`config.mk`:
```
export PLATFORM = sky130hd
export DESIGN_NAME = spi_flash_program_erase_sequencer
export DESIGN_NICKNAME = d
export VERILOG_FILES = /design/src/rtl/core/sfpes_pkg.sv /design/src/rtl/core/sfpes_front.sv /design/src/rtl/core/sfpes_queue.sv /design/src/rtl/core/sfpes_back.sv /design/src/rtl/core/spi_flash_program_erase_sequencer.sv
export VERILOG_INCLUDE_DIRS = /design/src /design/src/rtl/core
export SDC_FILE = /design/constraint.sdc
export NUM_CORES = 1
export LEC_CHECK = 0
export BUFFER_PORTS_ARGS = -buffer_cell sky130_fd_sc_hd__clkbuf_2
export CELL_PAD_IN_SITES_DETAIL_PLACEMENT = 1
export CELL_PAD_IN_SITES_GLOBAL_PLACEMENT = 1
export CORE_ASPECT_RATIO = 1.4
export CORE_MARGIN = 4
export CORE_UTILIZATION = 30
export CTS_CLUSTER_SIZE = 24
export DETAILED_ROUTE_END_ITERATION = 16
export GPL_ROUTABILITY_DRIVEN = 0
export GPL_TIMING_DRIVEN = 0
export PLACE_DENSITY_LB_ADDON = 0.1
export SYNTH_ARGS = -nofsm -noshare
export SYNTH_HDL_FRONTEND = slang
export SYNTH_HIERARCHICAL = 1
export SYNTH_SLANG_ARGS = --single-unit
```
`constraint.sdc`:
```
create_clock -name clk -period 14.08 [get_ports clk]
set_input_delay 2.112 -clock clk [delete_from_list [all_inputs] [get_ports clk]]
set_output_delay 2.112 -clock clk [all_outputs]
set_load 0.01 [all_outputs]
```
`src/rtl/core/spi_flash_program_erase_sequencer_macros.svh`:
```
// Assertion macros shared by the sequencer modules.
`ifndef SPI_FLASH_PROGRAM_ERASE_SEQUENCER_MACROS_SVH
`define SPI_FLASH_PROGRAM_ERASE_SEQUENCER_MACROS_SVH

// Condition must imply expression on the same clock edge.
`define SFPES_ASSERT_IMP(label, clk, rst, cond, expr, msg) \
  label: assert property (@(posedge clk) disable iff (rst) (cond) |-> (expr)) \
    else $error(msg);

// Expression must hold on every clock edge outside reset.
`define SFPES_ASSERT_ALWAYS(label, clk, rst, expr, msg) \
  label: assert property (@(posedge clk) disable iff (rst) (expr)) \
    else $error(msg);

`endif

```
`src/rtl/core/sfpes_pkg.sv`:
```
// Shared types, codes and micro-sequence table of the flash program/erase sequencer.
package sfpes_pkg;

  localparam logic [24:0] FLASH_BYTES = 25'd8388608;
  localparam int unsigned QUEUE_DEPTH = 4;

  localparam logic [21:0] BUSY_POLL_LIMIT_RESET  = 22'd4000000;
  localparam logic [4:0]  WREN_RETRY_LIMIT_RESET = 5'd16;

  localparam int unsigned CFG_DATA_BITS = 22;
  localparam logic        CFG_BUSY_POLL_LIMIT  = 1'b0;
  localparam logic        CFG_WREN_RETRY_LIMIT = 1'b1;

  localparam logic [1:0] REQ_ERASE   = 2'd0;
  localparam logic [1:0] REQ_PROGRAM = 2'd1;
  localparam logic [1:0] REQ_DATA    = 2'd2;
  localparam logic [1:0] REQ_STATUS  = 2'd3;

  localparam int unsigned SR_WIP_BIT = 0;
  localparam int unsigned SR_WEL_BIT = 1;

  localparam logic [7:0] OP_WREN = 8'h06;
  localparam logic [7:0] OP_RDSR = 8'h05;
  localparam logic [7:0] OP_PP4  = 8'h38;
  localparam logic [7:0] OP_SE   = 8'h20;

  localparam logic [1:0] RC_OK       = 2'd0;
  localparam logic [1:0] RC_TIMEOUT  = 2'd1;
  localparam logic [1:0] RC_INVALID  = 2'd2;
  localparam logic [1:0] RC_REJECTED = 2'd3;

  typedef enum logic [3:0] {
    ACT_LEAVE_AUTO  = 4'd0,
    ACT_ENTER_AUTO  = 4'd1,
    ACT_SINGLE      = 4'd2,
    ACT_QUAD        = 4'd3,
    ACT_SELECT      = 4'd4,
    ACT_DESELECT    = 4'd5,
    ACT_SEND        = 4'd6,
    ACT_EXIT_WORD   = 4'd7,
    ACT_READ_STATUS = 4'd8,
    ACT_DONE        = 4'd9
  } action_t;

  // Where the byte of a send step comes from.
  typedef enum logic [3:0] {
    SRC_NONE     = 4'd0,
    SRC_RDSR     = 4'd1,
    SRC_WREN     = 4'd2,
    SRC_PP4      = 4'd3,
    SRC_SE       = 4'd4,
    SRC_ADDR_HI  = 4'd5,
    SRC_ADDR_MID = 4'd6,
    SRC_ADDR_LO  = 4'd7,
    SRC_DATA     = 4'd8
  } src_t;

  // Bus sequences the back end plays out, one per accepted item.
  typedef enum logic [3:0] {
    SEQ_FAIL      = 4'd0,
    SEQ_START     = 4'd1,
    SEQ_POLL      = 4'd2,
    SEQ_FINISH    = 4'd3,
    SEQ_WREN      = 4'd4,
    SEQ_PROGRAM   = 4'd5,
    SEQ_ERASE     = 4'd6,
    SEQ_DATA      = 4'd7,
    SEQ_DATA_LAST = 4'd8
  } seq_t;

  localparam int unsigned STEP_BITS = 4;

  typedef struct packed {
    seq_t        seq;
    logic [1:0]  code;
    logic [7:0]  data;
    logic [23:0] addr;
  } cmd_t;

  typedef struct packed {
    action_t action;
    src_t    src;
    logic    last;
  } step_t;

  function automatic step_t mk_step(action_t a, src_t s, logic l);
    step_t r;
    r.action = a;
    r.src    = s;
    r.last   = l;
    return r;
  endfunction

  function automatic step_t seq_step(seq_t seq, logic [STEP_BITS-1:0] idx);
    step_t r;
    r = mk_step(ACT_DONE, SRC_NONE, 1'b1);
    case (seq)
      SEQ_FAIL: r = mk_step(ACT_DONE, SRC_NONE, 1'b1);
      SEQ_START: begin
        case (idx)
          4'd0: r = mk_step(ACT_LEAVE_AUTO, SRC_NONE, 1'b0);
          4'd1: r = mk_step(ACT_QUAD, SRC_NONE, 1'b0);
          4'd2: r = mk_step(ACT_SELECT, SRC_NONE, 1'b0);
          4'd3: r = mk_step(ACT_EXIT_WORD, SRC_NONE, 1'b0);
          4'd4: r = mk_step(ACT_DESELECT, SRC_NONE, 1'b0);
          4'd5: r = mk_step(ACT_SINGLE, SRC_NONE, 1'b0);
          4'd6: r = mk_step(ACT_SELECT, SRC_NONE, 1'b0);
          4'd7: r = mk_step(ACT_SEND, SRC_RDSR, 1'b0);
          default: r = mk_step(ACT_READ_STATUS, SRC_NONE, 1'b1);
        endcase
      end
      SEQ_POLL: begin
        case (idx)
          4'd0: r = mk_step(ACT_DESELECT, SRC_NONE, 1'b0);
          4'd1: r = mk_step(ACT_SINGLE, SRC_NONE, 1'b0);
          4'd2: r = mk_step(ACT_SELECT, SRC_NONE, 1'b0);
          4'd3: r = mk_step(ACT_SEND, SRC_RDSR, 1'b0);
          default: r = mk_step(ACT_READ_STATUS, SRC_NONE, 1'b1);
        endcase
      end
      SEQ_FINISH: begin
        case (idx)
          4'd0: r = mk_step(ACT_DESELECT, SRC_NONE, 1'b0);
          4'd1: r = mk_step(ACT_QUAD, SRC_NONE, 1'b0);
          4'd2: r = mk_step(ACT_ENTER_AUTO, SRC_NONE, 1'b0);
          default: r = mk_step(ACT_DONE, SRC_NONE, 1'b1);
        endcase
      end
      SEQ_WREN: begin
        case (idx)
          4'd0: r = mk_step(ACT_DESELECT, SRC_NONE, 1'b0);
          4'd1: r = mk_step(ACT_SINGLE, SRC_NONE, 1'b0);
          4'd2: r = mk_step(ACT_SELECT, SRC_NONE, 1'b0);
          4'd3: r = mk_step(ACT_SEND, SRC_WREN, 1'b0);
          4'd4: r = mk_step(ACT_DESELECT, SRC_NONE, 1'b0);
          4'd5: r = mk_step(ACT_SINGLE, SRC_NONE, 1'b0);
          4'd6: r = mk_step(ACT_SELECT, SRC_NONE, 1'b0);
          4'd7: r = mk_step(ACT_SEND, SRC_RDSR, 1'b0);
          default: r = mk_step(ACT_READ_STATUS, SRC_NONE, 1'b1);
        endcase
      end
      SEQ_PROGRAM: begin
        case (idx)
          4'd0: r = mk_step(ACT_DESELECT, SRC_NONE, 1'b0);
          4'd1: r = mk_step(ACT_SINGLE, SRC_NONE, 1'b0);
          4'd2: r = mk_step(ACT_SELECT, SRC_NONE, 1'b0);
          4'd3: r = mk_step(ACT_SEND, SRC_PP4, 1'b0);
          4'd4: r = mk_step(ACT_QUAD, SRC_NONE, 1'b0);
          4'd5: r = mk_step(ACT_SEND, SRC_ADDR_HI, 1'b0);
          4'd6: r = mk_step(ACT_SEND, SRC_ADDR_MID, 1'b0);
          default: r = mk_step(ACT_SEND, SRC_ADDR_LO, 1'b1);
        endcase
      end
      SEQ_ERASE: begin
        case (idx)
          4'd0:  r = mk_step(ACT_DESELECT, SRC_NONE, 1'b0);
          4'd1:  r = mk_step(ACT_SINGLE, SRC_NONE, 1'b0);
          4'd2:  r = mk_step(ACT_SELECT, SRC_NONE, 1'b0);
          4'd3:  r = mk_step(ACT_SEND, SRC_SE, 1'b0);
          4'd4:  r = mk_step(ACT_SEND, SRC_ADDR_HI, 1'b0);
          4'd5:  r = mk_step(ACT_SEND, SRC_ADDR_MID, 1'b0);
          4'd6:  r = mk_step(ACT_SEND, SRC_ADDR_LO, 1'b0);
          4'd7:  r = mk_step(ACT_DESELECT, SRC_NONE, 1'b0);
          4'd8:  r = mk_step(ACT_SINGLE, SRC_NONE, 1'b0);
          4'd9:  r = mk_step(ACT_SELECT, SRC_NONE, 1'b0);
          4'd10: r = mk_step(ACT_SEND, SRC_RDSR, 1'b0);
          default: r = mk_step(ACT_READ_STATUS, SRC_NONE, 1'b1);
        endcase
      end
      SEQ_DATA: r = mk_step(ACT_SEND, SRC_DATA, 1'b1);
      SEQ_DATA_LAST: begin
        case (idx)
          4'd0: r = mk_step(ACT_SEND, SRC_DATA, 1'b0);
          4'd1: r = mk_step(ACT_DESELECT, SRC_NONE, 1'b0);
          4'd2: r = mk_step(ACT_SINGLE, SRC_NONE, 1'b0);
          4'd3: r = mk_step(ACT_SELECT, SRC_NONE, 1'b0);
          4'd4: r = mk_step(ACT_SEND, SRC_RDSR, 1'b0);
          default: r = mk_step(ACT_READ_STATUS, SRC_NONE, 1'b1);
        endcase
      end
      default: r = mk_step(ACT_DONE, SRC_NONE, 1'b1);
    endcase
    return r;
  endfunction

endpackage

```
`src/rtl/core/sfpes_front.sv`:
```
// Front end: accepts items, tracks the operation phase and limits, emits commands.
module sfpes_front (
  input  logic                                  clk,
  input  logic                                  rst,
  input  logic                                  cfg_write,
  input  logic                                  cfg_index,
  input  logic [sfpes_pkg::CFG_DATA_BITS-1:0]   cfg_data,
  input  logic                                  item_valid,
  output logic                                  item_ready,
  input  logic [1:0]                            req_type,
  input  logic [23:0]                           address,
  input  logic [7:0]                            data_byte,
  input  logic [7:0]                            status_byte,
  input  logic                                  last,
  input  logic                                  q_full,
  output logic                                  push,
  output sfpes_pkg::cmd_t                       cmd
);

  typedef enum logic [4:0] {
    PH_IDLE      = 5'b00001,
    PH_WAIT_BUSY = 5'b00010,
    PH_WREN      = 5'b00100,
    PH_DATA      = 5'b01000,
    PH_WAIT_DONE = 5'b10000
  } phase_t;

  phase_t      phase, phase_next;
  logic [21:0] poll_count, poll_count_next;
  logic [4:0]  wren_count, wren_count_next;
  logic        is_program, is_program_next;
  logic [23:0] target_address, target_address_next;
  logic [21:0] busy_poll_limit;
  logic [4:0]  wren_retry_limit;
  logic        wip, wel, is_request;

  assign item_ready = !q_full;
  assign push       = item_valid && item_ready;
  assign wip        = status_byte[sfpes_pkg::SR_WIP_BIT];
  assign wel        = status_byte[sfpes_pkg::SR_WEL_BIT];
  assign is_request = (req_type == sfpes_pkg::REQ_ERASE) ||
                      (req_type == sfpes_pkg::REQ_PROGRAM);

  always_comb begin
    phase_next          = phase;
    poll_count_next     = poll_count;
    wren_count_next     = wren_count;
    is_program_next     = is_program;
    target_address_next = target_address;
    cmd.seq             = sfpes_pkg::SEQ_FAIL;
    cmd.code            = sfpes_pkg::RC_REJECTED;
    cmd.data            = data_byte;
    cmd.addr            = target_address;
    case (phase)
      PH_IDLE: begin
        if (is_request) begin
          if ({1'b0, address} >= sfpes_pkg::FLASH_BYTES) begin
            cmd.code = sfpes_pkg::RC_INVALID;
          end else begin
            cmd.seq             = sfpes_pkg::SEQ_START;
            cmd.code            = sfpes_pkg::RC_OK;
            is_program_next     = (req_type == sfpes_pkg::REQ_PROGRAM);
            target_address_next = address;
            poll_count_next     = 22'd1;
            phase_next          = PH_WAIT_BUSY;
          end
        end
      end
      PH_WAIT_BUSY, PH_WAIT_DONE: begin
        if (req_type == sfpes_pkg::REQ_STATUS) begin
          cmd.code = sfpes_pkg::RC_OK;
          if (!wip) begin
            if (phase == PH_WAIT_BUSY) begin
              cmd.seq         = sfpes_pkg::SEQ_WREN;
              wren_count_next = 5'd1;
              phase_next      = PH_WREN;
            end else begin
              cmd.seq    = sfpes_pkg::SEQ_FINISH;
              phase_next = PH_IDLE;
            end
          end else if (poll_count >= busy_poll_limit) begin
            cmd.seq    = sfpes_pkg::SEQ_FINISH;
            cmd.code   = sfpes_pkg::RC_TIMEOUT;
            phase_next = PH_IDLE;
          end else begin
            cmd.seq         = sfpes_pkg::SEQ_POLL;
            poll_count_next = poll_count + 22'd1;
          end
        end
      end
      PH_WREN: begin
        if (req_type == sfpes_pkg::REQ_STATUS) begin
          cmd.code = sfpes_pkg::RC_OK;
          if (wel) begin
            if (is_program) begin
              cmd.seq    = sfpes_pkg::SEQ_PROGRAM;
              phase_next = PH_DATA;
            end else begin
              cmd.seq         = sfpes_pkg::SEQ_ERASE;
              poll_count_next = 22'd1;
              phase_next      = PH_WAIT_DONE;
            end
          end else if (wren_count >= wren_retry_limit) begin
            cmd.seq    = sfpes_pkg::SEQ_FINISH;
            cmd.code   = sfpes_pkg::RC_TIMEOUT;
            phase_next = PH_IDLE;
          end else begin
            cmd.seq         = sfpes_pkg::SEQ_WREN;
            wren_count_next = wren_count + 5'd1;
          end
        end
      end
      PH_DATA: begin
        if (req_type == sfpes_pkg::REQ_DATA) begin
          cmd.code = sfpes_pkg::RC_OK;
          if (last) begin
            cmd.seq         = sfpes_pkg::SEQ_DATA_LAST;
            poll_count_next = 22'd1;
            phase_next      = PH_WAIT_DONE;
          end else begin
            cmd.seq = sfpes_pkg::SEQ_DATA;
          end
        end
      end
      default: ;
    endcase
  end

  always_ff @(posedge clk) begin
    if (rst) begin
      phase            <= PH_IDLE;
      poll_count       <= '0;
      wren_count       <= '0;
      is_program       <= 1'b0;
      target_address   <= '0;
      busy_poll_limit  <= sfpes_pkg::BUSY_POLL_LIMIT_RESET;
      wren_retry_limit <= sfpes_pkg::WREN_RETRY_LIMIT_RESET;
    end else begin
      if (push) begin
        phase          <= phase_next;
        poll_count     <= poll_count_next;
        wren_count     <= wren_count_next;
        is_program     <= is_program_next;
        target_address <= target_address_next;
      end
      if (cfg_write) begin
        if (cfg_index == sfpes_pkg::CFG_BUSY_POLL_LIMIT) begin
          busy_poll_limit <= cfg_data;
        end else begin
          wren_retry_limit <= cfg_data[4:0];
        end
      end
    end
  end

endmodule

```
`src/rtl/core/sfpes_queue.sv`:
```
// Short command queue between the front and back ends.
`include "spi_flash_program_erase_sequencer_macros.svh"

module sfpes_queue #(
  parameter int unsigned DEPTH = sfpes_pkg::QUEUE_DEPTH
) (
  input  logic            clk,
  input  logic            rst,
  input  logic            push,
  input  sfpes_pkg::cmd_t push_cmd,
  output logic            full,
  output logic            head_valid,
  output sfpes_pkg::cmd_t head_cmd,
  input  logic            pop
);

  localparam int unsigned PTR_BITS = (DEPTH > 1) ? $clog2(DEPTH) : 1;
  localparam int unsigned CNT_BITS = $clog2(DEPTH + 1);

  sfpes_pkg::cmd_t     entries [DEPTH];
  logic [PTR_BITS-1:0] wr_ptr, rd_ptr;
  logic [CNT_BITS-1:0] count;

  assign full       = (count == CNT_BITS'(DEPTH));
  assign head_valid = (count != '0);
  assign head_cmd   = entries[rd_ptr];

  always_ff @(posedge clk) begin
    if (push) begin
      entries[wr_ptr] <= push_cmd;
    end
  end

  always_ff @(posedge clk) begin
    if (rst) begin
      wr_ptr <= '0;
      rd_ptr <= '0;
      count  <= '0;
    end else begin
      if (push) begin
        wr_ptr <= (wr_ptr == PTR_BITS'(DEPTH - 1)) ? '0 : wr_ptr + PTR_BITS'(1);
      end
      if (pop) begin
        rd_ptr <= (rd_ptr == PTR_BITS'(DEPTH - 1)) ? '0 : rd_ptr + PTR_BITS'(1);
      end
      if (push && !pop) begin
        count <= count + CNT_BITS'(1);
      end else if (pop && !push) begin
        count <= count - CNT_BITS'(1);
      end
    end
  end

  `SFPES_ASSERT_ALWAYS(a_count_bound, clk, rst, count <= CNT_BITS'(DEPTH), "queue overfilled")
  `SFPES_ASSERT_IMP(a_pop_nonempty, clk, rst, pop, head_valid, "pop from empty queue")

endmodule

```
`src/rtl/core/sfpes_back.sv`:
```
// Back end: plays each command out as bus actions through an output register.
`include "spi_flash_program_erase_sequencer_macros.svh"

module sfpes_back (
  input  logic            clk,
  input  logic            rst,
  input  logic            head_valid,
  input  sfpes_pkg::cmd_t head_cmd,
  output logic            pop,
  output logic            result_valid,
  input  logic            result_ready,
  output logic [3:0]      action,
  output logic [7:0]      byte_out,
  output logic [1:0]      result_code,
  output logic            final_of_run
);

  logic                             cmd_valid;
  sfpes_pkg::cmd_t                  cmd;
  logic [sfpes_pkg::STEP_BITS-1:0]  idx;
  sfpes_pkg::step_t                 step;
  logic                             advance;
  logic [7:0]                       step_byte;

  assign step    = sfpes_pkg::seq_step(cmd.seq, idx);
  assign advance = cmd_valid && (!result_valid || result_ready);
  assign pop     = head_valid && (!cmd_valid || (advance && step.last));

  always_comb begin
    case (step.src)
      sfpes_pkg::SRC_RDSR:     step_byte = sfpes_pkg::OP_RDSR;
      sfpes_pkg::SRC_WREN:     step_byte = sfpes_pkg::OP_WREN;
      sfpes_pkg::SRC_PP4:      step_byte = sfpes_pkg::OP_PP4;
      sfpes_pkg::SRC_SE:       step_byte = sfpes_pkg::OP_SE;
      sfpes_pkg::SRC_ADDR_HI:  step_byte = cmd.addr[23:16];
      sfpes_pkg::SRC_ADDR_MID: step_byte = cmd.addr[15:8];
      sfpes_pkg::SRC_ADDR_LO:  step_byte = cmd.addr[7:0];
      sfpes_pkg::SRC_DATA:     step_byte = cmd.data;
      default:                 step_byte = 8'h00;
    endcase
  end

  // Load the next command in the cycle the current one emits its last step.
  always_ff @(posedge clk) begin
    if (rst) begin
      cmd_valid <= 1'b0;
      idx       <= '0;
    end else if (pop) begin
      cmd_valid <= 1'b1;
      idx       <= '0;
    end else if (advance) begin
      if (step.last) begin
        cmd_valid <= 1'b0;
      end else begin
        idx <= idx + sfpes_pkg::STEP_BITS'(1);
      end
    end
  end

  always_ff @(posedge clk) begin
    if (pop) begin
      cmd <= head_cmd;
    end
  end

  always_ff @(posedge clk) begin
    if (rst) begin
      result_valid <= 1'b0;
    end else if (advance) begin
      result_valid <= 1'b1;
    end else if (result_ready) begin
      result_valid <= 1'b0;
    end
  end

  always_ff @(posedge clk) begin
    if (advance) begin
      action       <= step.action;
      byte_out     <= step_byte;
      result_code  <= (step.action == sfpes_pkg::ACT_DONE) ? cmd.code : sfpes_pkg::RC_OK;
      final_of_run <= step.last;
    end
  end

  `SFPES_ASSERT_IMP(a_code_only_done, clk, rst,
    result_valid && (action != sfpes_pkg::ACT_DONE), result_code == sfpes_pkg::RC_OK,
    "result code set on a non-done action")
  `SFPES_ASSERT_IMP(a_done_is_final, clk, rst,
    result_valid && (action == sfpes_pkg::ACT_DONE), final_of_run,
    "done action not marked final")

endmodule

```
`src/rtl/core/spi_flash_program_erase_sequencer.sv`:
```
// Quad SPI NOR flash program/erase sequencer, top level.
//
// Input channel (item_valid/item_ready): erase or program requests, program
// data bytes and flash status bytes. Each item produces one to twelve bus
// actions on the result channel (result_valid/result_ready), the last one
// flagged by final_of_run; a done action carries the outcome code.
// Configuration: cfg_write with cfg_index 0 sets the busy poll limit, index 1
// the write enable retry limit; write only while the block is idle.
// Each item's command passes the queue and the back-end command register.
// Throughput: one action per cycle from the back-end step counter while commands
// are queued and result_ready stays high. The front end takes
// an item per cycle until the command queue (QUEUE_DEPTH entries) fills.
// Reset: phase returns to idle, counters clear, limits return to 4000000 and
// 16, queue and output register empty.
// Stall: while result_ready is low the output register holds its action, the
// back end waits, and the queue absorbs further items before item_ready drops.
module spi_flash_program_erase_sequencer #(
  parameter int unsigned QUEUE_DEPTH = sfpes_pkg::QUEUE_DEPTH
) (
  input  logic                                clk,
  input  logic                                rst,
  input  logic                                cfg_write,
  input  logic                                cfg_index,
  input  logic [sfpes_pkg::CFG_DATA_BITS-1:0] cfg_data,
  input  logic                                item_valid,
  output logic                                item_ready,
  input  logic [1:0]                          req_type,
  input  logic [23:0]                         address,
  input  logic [7:0]                          data_byte,
  input  logic [7:0]                          status_byte,
  input  logic                                last,
  output logic                                result_valid,
  input  logic                                result_ready,
  output logic [3:0]                          action,
  output logic [7:0]                          byte_out,
  output logic [1:0]                          result_code,
  output logic                                final_of_run
);

  logic            q_full, push, head_valid, pop;
  sfpes_pkg::cmd_t push_cmd, head_cmd;

  sfpes_front u_front (
    .clk         (clk),
    .rst         (rst),
    .cfg_write   (cfg_write),
    .cfg_index   (cfg_index),
    .cfg_data    (cfg_data),
    .item_valid  (item_valid),
    .item_ready  (item_ready),
    .req_type    (req_type),
    .address     (address),
    .data_byte   (data_byte),
    .status_byte (status_byte),
    .last        (last),
    .q_full      (q_full),
    .push        (push),
    .cmd         (push_cmd)
  );

  sfpes_queue #(
    .DEPTH (QUEUE_DEPTH)
  ) u_queue (
    .clk        (clk),
    .rst        (rst),
    .push       (push),
    .push_cmd   (push_cmd),
    .full       (q_full),
    .head_valid (head_valid),
    .head_cmd   (head_cmd),
    .pop        (pop)
  );

  sfpes_back u_back (
    .clk          (clk),
    .rst          (rst),
    .head_valid   (head_valid),
    .head_cmd     (head_cmd),
    .pop          (pop),
    .result_valid (result_valid),
    .result_ready (result_ready),
    .action       (action),
    .byte_out     (byte_out),
    .result_code  (result_code),
    .final_of_run (final_of_run)
  );

endmodule
```
==> metrics.txt, run 1 <==
Worst-Skew Late Latency 0.53 ns; CORE AREA 0.04608 mm2; Die Area 0.05030 mm2; number of DRC markers in iteration 0 339; area occupied by multi-input gates 0.005062 mm2; peak supply drop 0.07953 mV; EDFF count, synth 205; Total Neg Setup Slack 0 ns; fraction of layout cells with a size suffix above 1 0.1954; DPL Wire Length 28010 um; fin cells 1886; Max Freq 0.2115 GHz; Mapped Nets 1238; number of gates resized after CTS 0; crit start category primary input; vias in the first global route 10130; Synth Area in XOR/XNOR 0.006693; pwr/cell area 173.5 mW/mm2; first-pass iteration count of the detailed router 4; number of setup buffers added after CTS 0; outcome completed; P_leak 5.656 nW; largest family of logic cells by synthesized area simple AND/OR/NAND/NOR gates; Cells after Synth 1126; Hold Violations, Final 0; Data arrival, critical path 5.16 ns; Core Rows 93; WP data required 14.51 ns; Hold Crit Class reg -> reg; CTS Hold Bufs 0; clock tree from TritonCTS done; detailed-route wire length per cell 20.31 um; area grow syn2layout 17.37%; initial antenna violation count 1; Rel. slew slack 0.4384; Layout Skew 0.01450 ns; CTS H-tree lvls 2; Synth Area in Simple Gates 0.1317; Synth Warn # 6; Longest Clk Path Bufs 3; post-synthesis cell type count 94; ant diodes 0; Die Wd 190.7 um; WL final 38300 um; Setup crit end kind register; Final min period 4.728 ns; CTS buffer count 36; IO Pins 88; register area share after synthesis 0.6004; Avg Cell Area, Syn 12.45 um2; worst-margin pin slew 0.8369 ns; slowest CP cell and2_1; Synth Area in Adders 0.03713; post-route setup slack 9.352 ns; wire length of the first global-routing pass 59320 um; number of port buffers 72; clock slew at reported path FFs 0.06 ns; overall power 2.855 mW; CP Max Fanout 16; post-synthesis compound-gate area fraction 0.1084; Remaining DRCs 0; total congestion overflow 0; Die Y 263.8 um; Placed Instances 1820; proportion of synthesized area in mux cells 0.07595; Synth Register Bits 318; Max stage delay on crit path 0.70 ns; Final setup viols 0; pin count of the biggest net entering global routing 27; CTS sink cnt 318; Filler cells 5047; commonest non-fill, non-tap cell in the layout edfxtp_1; FF+latch area 0.008418 mm2; worst-path cell chain clkbuf_2, nand2b_1, and2_1, a21boi_1, nand3_4, xnor2_1, clkbuf_1, nor2_1, ha_1, inv_1, o311ai_1; dpl ws 8.697 ns; asr flop ratio synth 0; clock tree root driver cell clkbuf_16; Post-Synthesis Cell Area 0.01402 mm2; vias per cell 4.955; max-capacitance violation count 0; Slew Viols, Final 0; routed vias 9345; Total Routing Usage GR 0.1513; CP Class in -> reg; Initial Util 0.3043; Core Util, Final 0.3571; Layout Nets 1353; final critical-path share of the clock period 0.3358; Main synth FF type edfxtp_1; post-route ant nets 0; unrepaired setup endpoints after global routing no; most frequent cells in the layout edfxtp_1 (205), nand2_1 (139), dfxtp_1 (113)
## report_power, final
part	internal, mW	switching [mW]
clock network	0.532	0.402
registers	1.19	0.0665
logic	0.263	0.399
## registers in the layout, summed over array words and instances (netlist names), 3 cells and up, named ones only
| name | flops |
|---|---|
| u_queue/entries | 152 |
| u_back/cmd | 38 |
| u_front/target_address | 24 |
| u_front/busy_poll_limit | 22 |
| u_front/poll_count | 22 |
| u_back/byte_out | 8 |
| u_front/phase | 5 |
| u_front/wren_count | 5 |
| u_front/wren_retry_limit | 5 |
| u_back/action | 4 |
| u_back/idx | 4 |
| u_queue/count | 3 |
## synth_stat cells, drive strengths merged, types with 4 or more instances
| library cell | n | area [um2] |
|---|---|---|
| edfxtp | 205 | 6156 |
| nand2 | 140 | 528.0 |
| dfxtp | 113 | 2262 |
| a21oi | 92 | 460.4 |
| inv | 50 | 187.7 |
| nor2 | 41 | 156.4 |
| o21ai | 41 | 205.2 |
| ha | 40 | 500.5 |
| mux4 | 38 | 855.8 |
| buf | 34 | 247.7 |
| nand3 | 34 | 197.7 |
| clkbuf | 32 | 120.1 |
| nand2b | 17 | 106.4 |
| o211ai | 17 | 127.6 |
| mux2i | 16 | 163.9 |
| or3 | 16 | 110.1 |
| nand4 | 14 | 93.84 |
| nor4 | 14 | 87.58 |
| nor3 | 12 | 71.32 |
| nor2b | 11 | 68.82 |
| or4 | 11 | 86.33 |
| and2 | 10 | 65.06 |
| a31oi | 8 | 50.05 |
| o41ai | 8 | 77.58 |
| a22oi | 7 | 57.55 |
| and3 | 6 | 42.54 |
| a211o | 5 | 43.79 |
| o311ai | 5 | 43.79 |
| xor2 | 5 | 51.30 |
| a21o | 4 | 30.03 |
| mux2 | 4 | 45.04 |
| nand4b | 4 | 35.03 |
| nor3b | 4 | 35.03 |
| nor4b | 4 | 35.03 |
| o31ai | 4 | 30.03 |
| xnor2 | 4 | 42.55 |
## area by class of cell
| class | count | share of cell area |
|---|---|---|
| Buffer | 66 | 0.02236 |
| Clock buffer | 41 | 0.05771 |
| Inverter | 50 | 0.01141 |
| Timing Repair Buffer | 77 | 0.02798 |
| Multi-Input combinational cell | 692 | 0.3077 |
| Sequential cell | 318 | 0.5116 |
| Clock inverter | 25 | 0.01437 |
| Tap cell | 617 | 0.04692 |
## metrics by stage
step | instance area [um2] | hold WS (ns)
floorplan | 14020 | 0.4363
global placement | 15150 | 0.4458
detailed placement | 15270 | 0.4501
CTS | 16450 | 0.4592
global route | 16450 | 0.4805
finish | 16450 | 0.4561
## critical path, delay by kind of cell
kind | cells | cell delay (ns)
fa+ha+maj | 1 | 0.31
buf+inv | 3 | 0.52
compound gates | 2 | 0.67
xor+xnor | 1 | 0.34
simple gates | 4 | 1.20
## per-layer routing
layer	part of all wire	vias to the layer above	track usage
met2	0.56	135	0.2950
met3	0.033	60	0.02366
met4	0.025	2	0.04370
li1	-	4483	-
met1	0.39	4665	0.1667
met5	0.00034	-	0
## path summary, 6_finish.rpt
path	endpoint	slack [ns]	from	depth (start not counted)
setup reg to reg	u_queue/count[2]$_SDFFE_PP0P_	10.16	u_back/idx[1]$_SDFFE_PP0P_	16
hold reg to reg	u_front/wren_retry_limit[2]$_SDFFE_PP0P_	0.46	u_front/wren_retry_limit[2]$_SDFFE_PP0P_	2
setup / recovery	register	9.35	result_ready	11
hold / removal	u_front/wren_retry_limit[2]$_SDFFE_PP0P_	0.46	u_front/wren_retry_limit[2]$_SDFFE_PP0P_	2
## cells by family (layout without fill, tap and decap cells)
group           after synthesis  in the layout
simple gates                353            353
flops                       318            318
compound gates              231            231
buf+inv                     116            259
mux                          58             58
fa+ha+maj                    41             41
xor+xnor                      9              9
Note: power is estimated with default switching activity, not from simulation.
==> run 2, diff against run 1 <==
Clock period 14.08 ns to 4 ns, I/O delays scaled along.
==> metrics.txt, run 2 (synthesis results as in run 1) <==
clock tree root driver cell clkbuf_16 (unchanged); wire length of the first global-routing pass 59090 um (was 59320 um); most frequent cells in the layout edfxtp_1 (205), nand2_1 (139), dfxtp_1 (113) (unchanged); Setup crit end kind register (unchanged); unrepaired setup endpoints after global routing no (unchanged); CORE AREA 0.04608 mm2 (unchanged); Rel. slew slack 0.4226 (was 0.4384); P_leak 5.713 nW (was 5.656 nW); number of gates resized after CTS 0 (unchanged); area grow syn2layout 18.18% (was 17.37%); clock slew at reported path FFs 0.06 ns (about the same); WL final 37660 um (was 38300 um); CTS Hold Bufs 0 (unchanged); final critical-path share of the clock period 0.8478; area occupied by multi-input gates 0.005062 mm2 (unchanged); routed vias 9339 (was 9345); worst-path cell chain nand2b_1, and2_1, a21boi_1, nand3_4, xnor2_1, clkbuf_1, nor2_1, ha_1, inv_1, nor3_1 (was clkbuf_2, nand2b_1, and2_1, a21boi_1, nand3_4, xnor2_1, clkbuf_1, nor2_1, ha_1, inv_1, o311ai_1); Slew Viols, Final 0 (unchanged); Core Rows 93 (unchanged); DPL Wire Length 27680 um (was 28010 um); number of port buffers 72 (unchanged); FF+latch area 0.008418 mm2 (unchanged); highest metal used met5 (unchanged); cell depth of the worst hold path 1 (was 2); Layout Skew 0.02582 ns (was 0.01450 ns); Total Routing Usage GR 0.1504 (was 0.1513); Final min period 3.391 ns; number of DRC markers in iteration 0 393 (was 339); Die Area 0.05030 mm2 (unchanged); Crit path max-delay family simple AND/OR/NAND/NOR gates (unchanged); fraction of layout cells with a size suffix above 1 0.1954 (about the same); Remaining DRCs 0 (unchanged); IO Pins 88 (unchanged); Hold Violations, Final 0 (unchanged); clock tree from TritonCTS done (unchanged); WP data required 4.42 ns (was 14.51 ns); detailed-route wire length per cell 19.91 um (was 20.31 um); max reg flops 152 (unchanged); Final setup viols 0 (unchanged); reg2reg path depth 10 (was 16); post-route ant nets 0 (unchanged); vias in the first global route 10200 (was 10130); RR Startpoint u_back/result_valid$_SDFFE_PP0P_ (was u_back/idx[1]$_SDFFE_PP0P_); crit path from u_back/result_valid$_SDFFE_PP0P_ (was result_ready); Worst Path Buf+Inv 2 (was 3); max-capacitance violation count 0 (unchanged); register-to-register setup slack 0.61 ns (was 10.16 ns); CP Max Fanout 16 (unchanged); peak supply drop 0.2980 mV (was 0.07953 mV); beginning of the worst hold path data_byte[4] (was u_front/wren_retry_limit[2]$_SDFFE_PP0P_); outcome completed (unchanged); CTS buffer count 37 (was 36); Hold Crit Class in -> reg (was reg -> reg); Die Y 263.8 um (unchanged); Longest Clk Path Bufs 3 (unchanged); crit start category register (was primary input); pwr/cell area 621.3 mW/mm2 (was 173.5 mW/mm2); Worst-Skew Late Latency 0.54 ns (was 0.53 ns); Filler cells 5006 (was 5047); CTS H-tree lvls 2 (unchanged); metal3 WL 1076 um (was 1252 um); pin count of the biggest net entering global routing 30 (was 27); initial antenna violation count 1 (unchanged); slowest CP cell and2_1 (unchanged); Data arrival, critical path 3.81 ns (was 5.16 ns); worst-margin pin slew 0.8661 ns (was 0.8369 ns); total congestion overflow 0 (unchanged); M1 wire length 14530 um (was 14800 um); Worst Hold Path EP u_queue/entries[2][28]$_DFFE_PP_ (was u_front/wren_retry_limit[2]$_SDFFE_PP0P_); Largest regs u_queue/entries: 152 flops, u_back/cmd: 38 flops, u_front/target_address: 24 flops (unchanged); CTS sink cnt 318 (unchanged); CP Class reg -> reg (was in -> reg); vias per cell 4.939 (was 4.955); routed wl met2 21090 um (was 21270 um); Die Wd 190.7 um (unchanged); Layout Nets 1357 (was 1353); Max Freq 0.2949 GHz; Initial Util 0.3043 (unchanged); first-pass iteration count of the detailed router 4 (unchanged); ant diodes 0 (unchanged); Top reg by flops u_queue/entries (unchanged); Final Hold Slack 0.2574 ns (was 0.4561 ns); Core Util, Final 0.3596 (was 0.3571); commonest non-fill, non-tap cell in the layout edfxtp_1 (unchanged); Max stage delay on crit path 0.72 ns (was 0.70 ns)
## run 2: routing by layer
layer	track usage	vias to the layer above
li1	-	4479
met5	0	-
met2	0.2901	128
met3	0.02287	58
met1	0.1688	4672
met4	0.04389	2
## run 2: how the worst max path moves through the flow
stage	endpoint	slack (ns)	depth (start not counted)
after floorplan	u_queue/count[2]$_SDFFE_PP0P_	0.26	16
after global placement	u_queue/count[2]$_SDFFE_PP0P_	-0.56	16
after detailed placement	u_queue/count[2]$_SDFFE_PP0P_	0.001	16
after CTS	u_queue/count[2]$_SDFFE_PP0P_	0.0002	16
after global routing	register	0.30	10
final	register	0.61	10
## run 2: worst register-to-register path, delay by kind of cell (launching register included)
family / cells / cell delay [ns]
buffers and inverters: 2 / 0.46
flip-flops: 1 / 0.31
XOR/XNOR: 1 / 0.32
adder cells (fa/ha/maj): 1 / 0.31
AND/OR/NAND/NOR: 5 / 1.46
AO/OA/AOI/OAI: 1 / 0.43
## run 2: per-stage QoR
| stage | cell area (um2) | TNS (ns) | total power, mW | std cells | worst slack (ns) |
|---|---|---|---|---|---|
| finish | 16570 | 0 | 10.29 | 1891 | 0.6086 |
| detailed placement | 15270 | 0 | 6.911 | 1820 | 0.001390 |
| global route | 16570 | 0 | 10.88 | 1891 | 0.2964 |
| floorplan | 14030 | 0 | 6.016 | 1126 | 0.2584 |
| global placement | 15160 | -1.337 | 6.837 | 1815 | -0.5613 |
| CTS | 16550 | 0 | 10.49 | 1888 | 0.0001523 |
## run 2: layout make-up
type,instances,share of cell area
timing repair buffer,80,0.02915
clock inverter,21,0.01775
clock buffer,47,0.05936
inverter,50,0.01133
buffer,66,0.02220
multi-input combinational,692,0.3055
sequential,318,0.5081
tap,617,0.04659
## run 2: timing repair
action                                  in CTS  in global routing
buffers inserted                             0                  3
hold endpoints to repair                     0                  0
endpoints found under the setup margin       0                  2
## run 2: report_power, final
group / switching [mW] / internal [mW]
clock: 1.40 / 2.10
combinational: 1.41 / 0.954
sequential: 0.234 / 4.20
==> run 3, diff against run 2 <==
Clock period 4 ns to 3.17 ns, I/O delays scaled along.
==> metrics.txt, run 3 (synthesis results as in run 1) <==
outcome completed (unchanged); Die Y 263.8 um (unchanged); vias per cell 4.918 (was 4.939); dpl ws -0.6366 ns (was 0.001390 ns); area grow syn2layout 18.64% (was 18.18%); clock tree from TritonCTS done (unchanged); CORE AREA 0.04608 mm2 (unchanged); CTS H-tree lvls 2 (unchanged); unrepaired setup endpoints after global routing yes (was no); IO Pins 88 (unchanged); Core Rows 93 (unchanged); Total Routing Usage GR 0.1529 (was 0.1504); Max Freq 0.3319 GHz (was 0.2949 GHz); clock slew at reported path FFs 0.06 ns (about the same); Hold Violations, Final 0 (unchanged); commonest non-fill, non-tap cell in the layout edfxtp_1 (unchanged); Top reg by flops u_queue/entries (unchanged); Final setup viols 0 (unchanged); number of port buffers 72 (unchanged); Rel. slew slack 0.4409 (was 0.4226); switching share of power 0.3004 (was 0.2955); Cell Int Power 9.098 mW (was 7.252 mW); peak supply drop 0.3848 mV (was 0.2980 mV); most frequent cells in the layout edfxtp_1 (205), nand2_1 (137), dfxtp_1 (111) (was edfxtp_1 (205), nand2_1 (139), dfxtp_1 (113)); finished layout cell area 0.01663 mm2 (was 0.01657 mm2); Reg power frac 0.431 (about the same); final critical-path share of the clock period 0.9505 (was 0.8478); DPL Wire Length 27800 um (was 27680 um); net switching power 3.907 mW (was 3.042 mW); Setup crit end kind register (unchanged); initial antenna violation count 0 (was 1); Layout Nets 1360 (was 1357); fraction of layout cells with a size suffix above 1 0.2139 (was 0.1954); Hold Crit Class in -> reg (unchanged); Data arrival, critical path 3.45 ns (was 3.81 ns); Remaining DRCs 0 (unchanged); first-pass iteration count of the detailed router 4 (unchanged); Placement Cell Area 0.01531 mm2 (was 0.01527 mm2); P_leak 5.728 nW (was 5.713 nW); number of DRC markers in iteration 0 448 (was 393); slowest CP cell o41a_2 (was and2_1); worst-path cell chain inv_2, ha_2, buf_6, nor3_4, a2111oi_2, o41a_2, buf_4, nand3_4, xnor2_2, buf_4, nor2_1, ha_1, inv_1, o311ai_1 (was nand2b_1, and2_1, a21boi_1, nand3_4, xnor2_1, clkbuf_1, nor2_1, ha_1, inv_1, nor3_1); ant diodes 0 (unchanged); post-route setup slack 0.1570 ns (was 0.6086 ns); Initial Util 0.3043 (unchanged); CTS buffer count 36 (was 37); max reg flops 152 (unchanged); pin count of the biggest net entering global routing 24 (was 30); Gate power share 0.243 (was 0.230); Worst-Skew Late Latency 0.54 ns (about the same); detailed-route wire length per cell 20.33 um (was 19.91 um); max-capacitance violation count 0 (unchanged); WP data required 3.61 ns (was 4.42 ns); post-route ant nets 0 (unchanged); Layout Skew 0.02170 ns (was 0.02582 ns); clock tree root driver cell clkbuf_16 (unchanged); Slew Viols, Final 0 (unchanged); pwr/cell area 781.8 mW/mm2 (was 621.3 mW/mm2); clock power share 0.326 (was 0.340); Max stage delay on crit path 0.44 ns (was 0.72 ns); crit start category register (unchanged); Die Area 0.05030 mm2 (unchanged); cell repeated most along the worst path buf_4; CP Max Fanout 10 (was 16); routed vias 9309 (was 9339); WL final 38490 um (was 37660 um); Longest Clk Path Bufs 3 (unchanged); Filler cells 5032 (was 5006); CP Class reg -> reg (unchanged); Largest regs u_queue/entries: 152 flops, u_back/cmd: 38 flops, u_front/target_address: 24 flops (unchanged); Final min period 3.013 ns (was 3.391 ns); vias in the first global route 10210 (was 10200); worst-margin pin slew 0.8331 ns (was 0.8661 ns); CTS sink cnt 318 (unchanged); Die Wd 190.7 um (unchanged); total congestion overflow 0 (unchanged); wire length of the first global-routing pass 59850 um (was 59090 um)
## run 3: cell type report
class / count / area [um2] / area share
well taps: 617 / 772.0 / 0.04641
inverters: 50 / 187.7 / 0.01128
multi-input cells: 693 / 5159 / 0.3101
repair buffers: 83 / 505.5 / 0.03039
plain buffers: 66 / 381.6 / 0.02294
clock buffers: 45 / 964.7 / 0.05800
flip-flops and latches: 318 / 8423 / 0.5064
clock inverters: 21 / 240.2 / 0.01444
## run 3: final timing paths
check / startpoint / to / slack, ns / cells past startpoint
hold reg to reg: u_front/wren_retry_limit[1]$_SDFFE_PP0P_ / u_front/wren_retry_limit[1]$_SDFFE_PP0P_ / 0.46 / 2
setup / recovery: u_back/idx[1]$_SDFFE_PP0P_ / register / 0.16 / 14
setup reg to reg: u_back/idx[1]$_SDFFE_PP0P_ / register / 0.16 / 14
hold / removal: data_byte[0] / u_queue/entries[1][24]$_DFFE_PP_ / 0.14 / 1
## run 3: what timing repair did
action                                  4_1_cts  5_1_grt
endpoints found under the setup margin       12       26
gates cloned                                  1        0
hold buffers                                  0        0
pin swaps                                     2        2
setup buffers                                 3        3
gates resized for setup                       5       17
## run 3: critical path, delay by kind of cell (launching register included)
family	cells	cell delay, ns
AO/OA/AOI/OAI	3	0.80
buffers and inverters	5	0.63
adder cells (fa/ha/maj)	2	0.45
AND/OR/NAND/NOR	3	0.45
flip-flops	1	0.40
XOR/XNOR	1	0.17
## run 3: through the flow
stage	power [mW]	hold WS, ns	setup TNS, ns	utilization	instances
after detailed placement	8.752	0.4521	-4.493	0.3322	1820
after global placement	8.666	0.4462	-70.03	0.3300	1815
after floorplan	7.623	0.4363	-0.5323	-	1126
after global routing	13.75	0.1171	-0.04726	0.3610	1893
after CTS	13.20	0.1086	-0.02347	0.3594	1890
final	13.00	0.1418	0	0.3610	1893
## run 3: layer usage
layer  up-vias  global-route usage  part of all wire
li1       4481                   -                 -
met1      4643              0.1680              0.38
met2       128              0.3011              0.57
met3        57             0.02234             0.032
met4         0             0.04176             0.022
met5         -                   0                 0
## run 3: power by group through the flow
stage	registers, mW	logic [mW]	clock network (mW)
3_3_place_gp	5.71	2.95	0
5_1_grt	5.67	3.49	4.58
6_report	5.61	3.16	4.24
2_1_floorplan	5.60	2.02	0
4_1_cts	5.62	3.17	4.41
3_5_place_dp	5.69	3.06	0
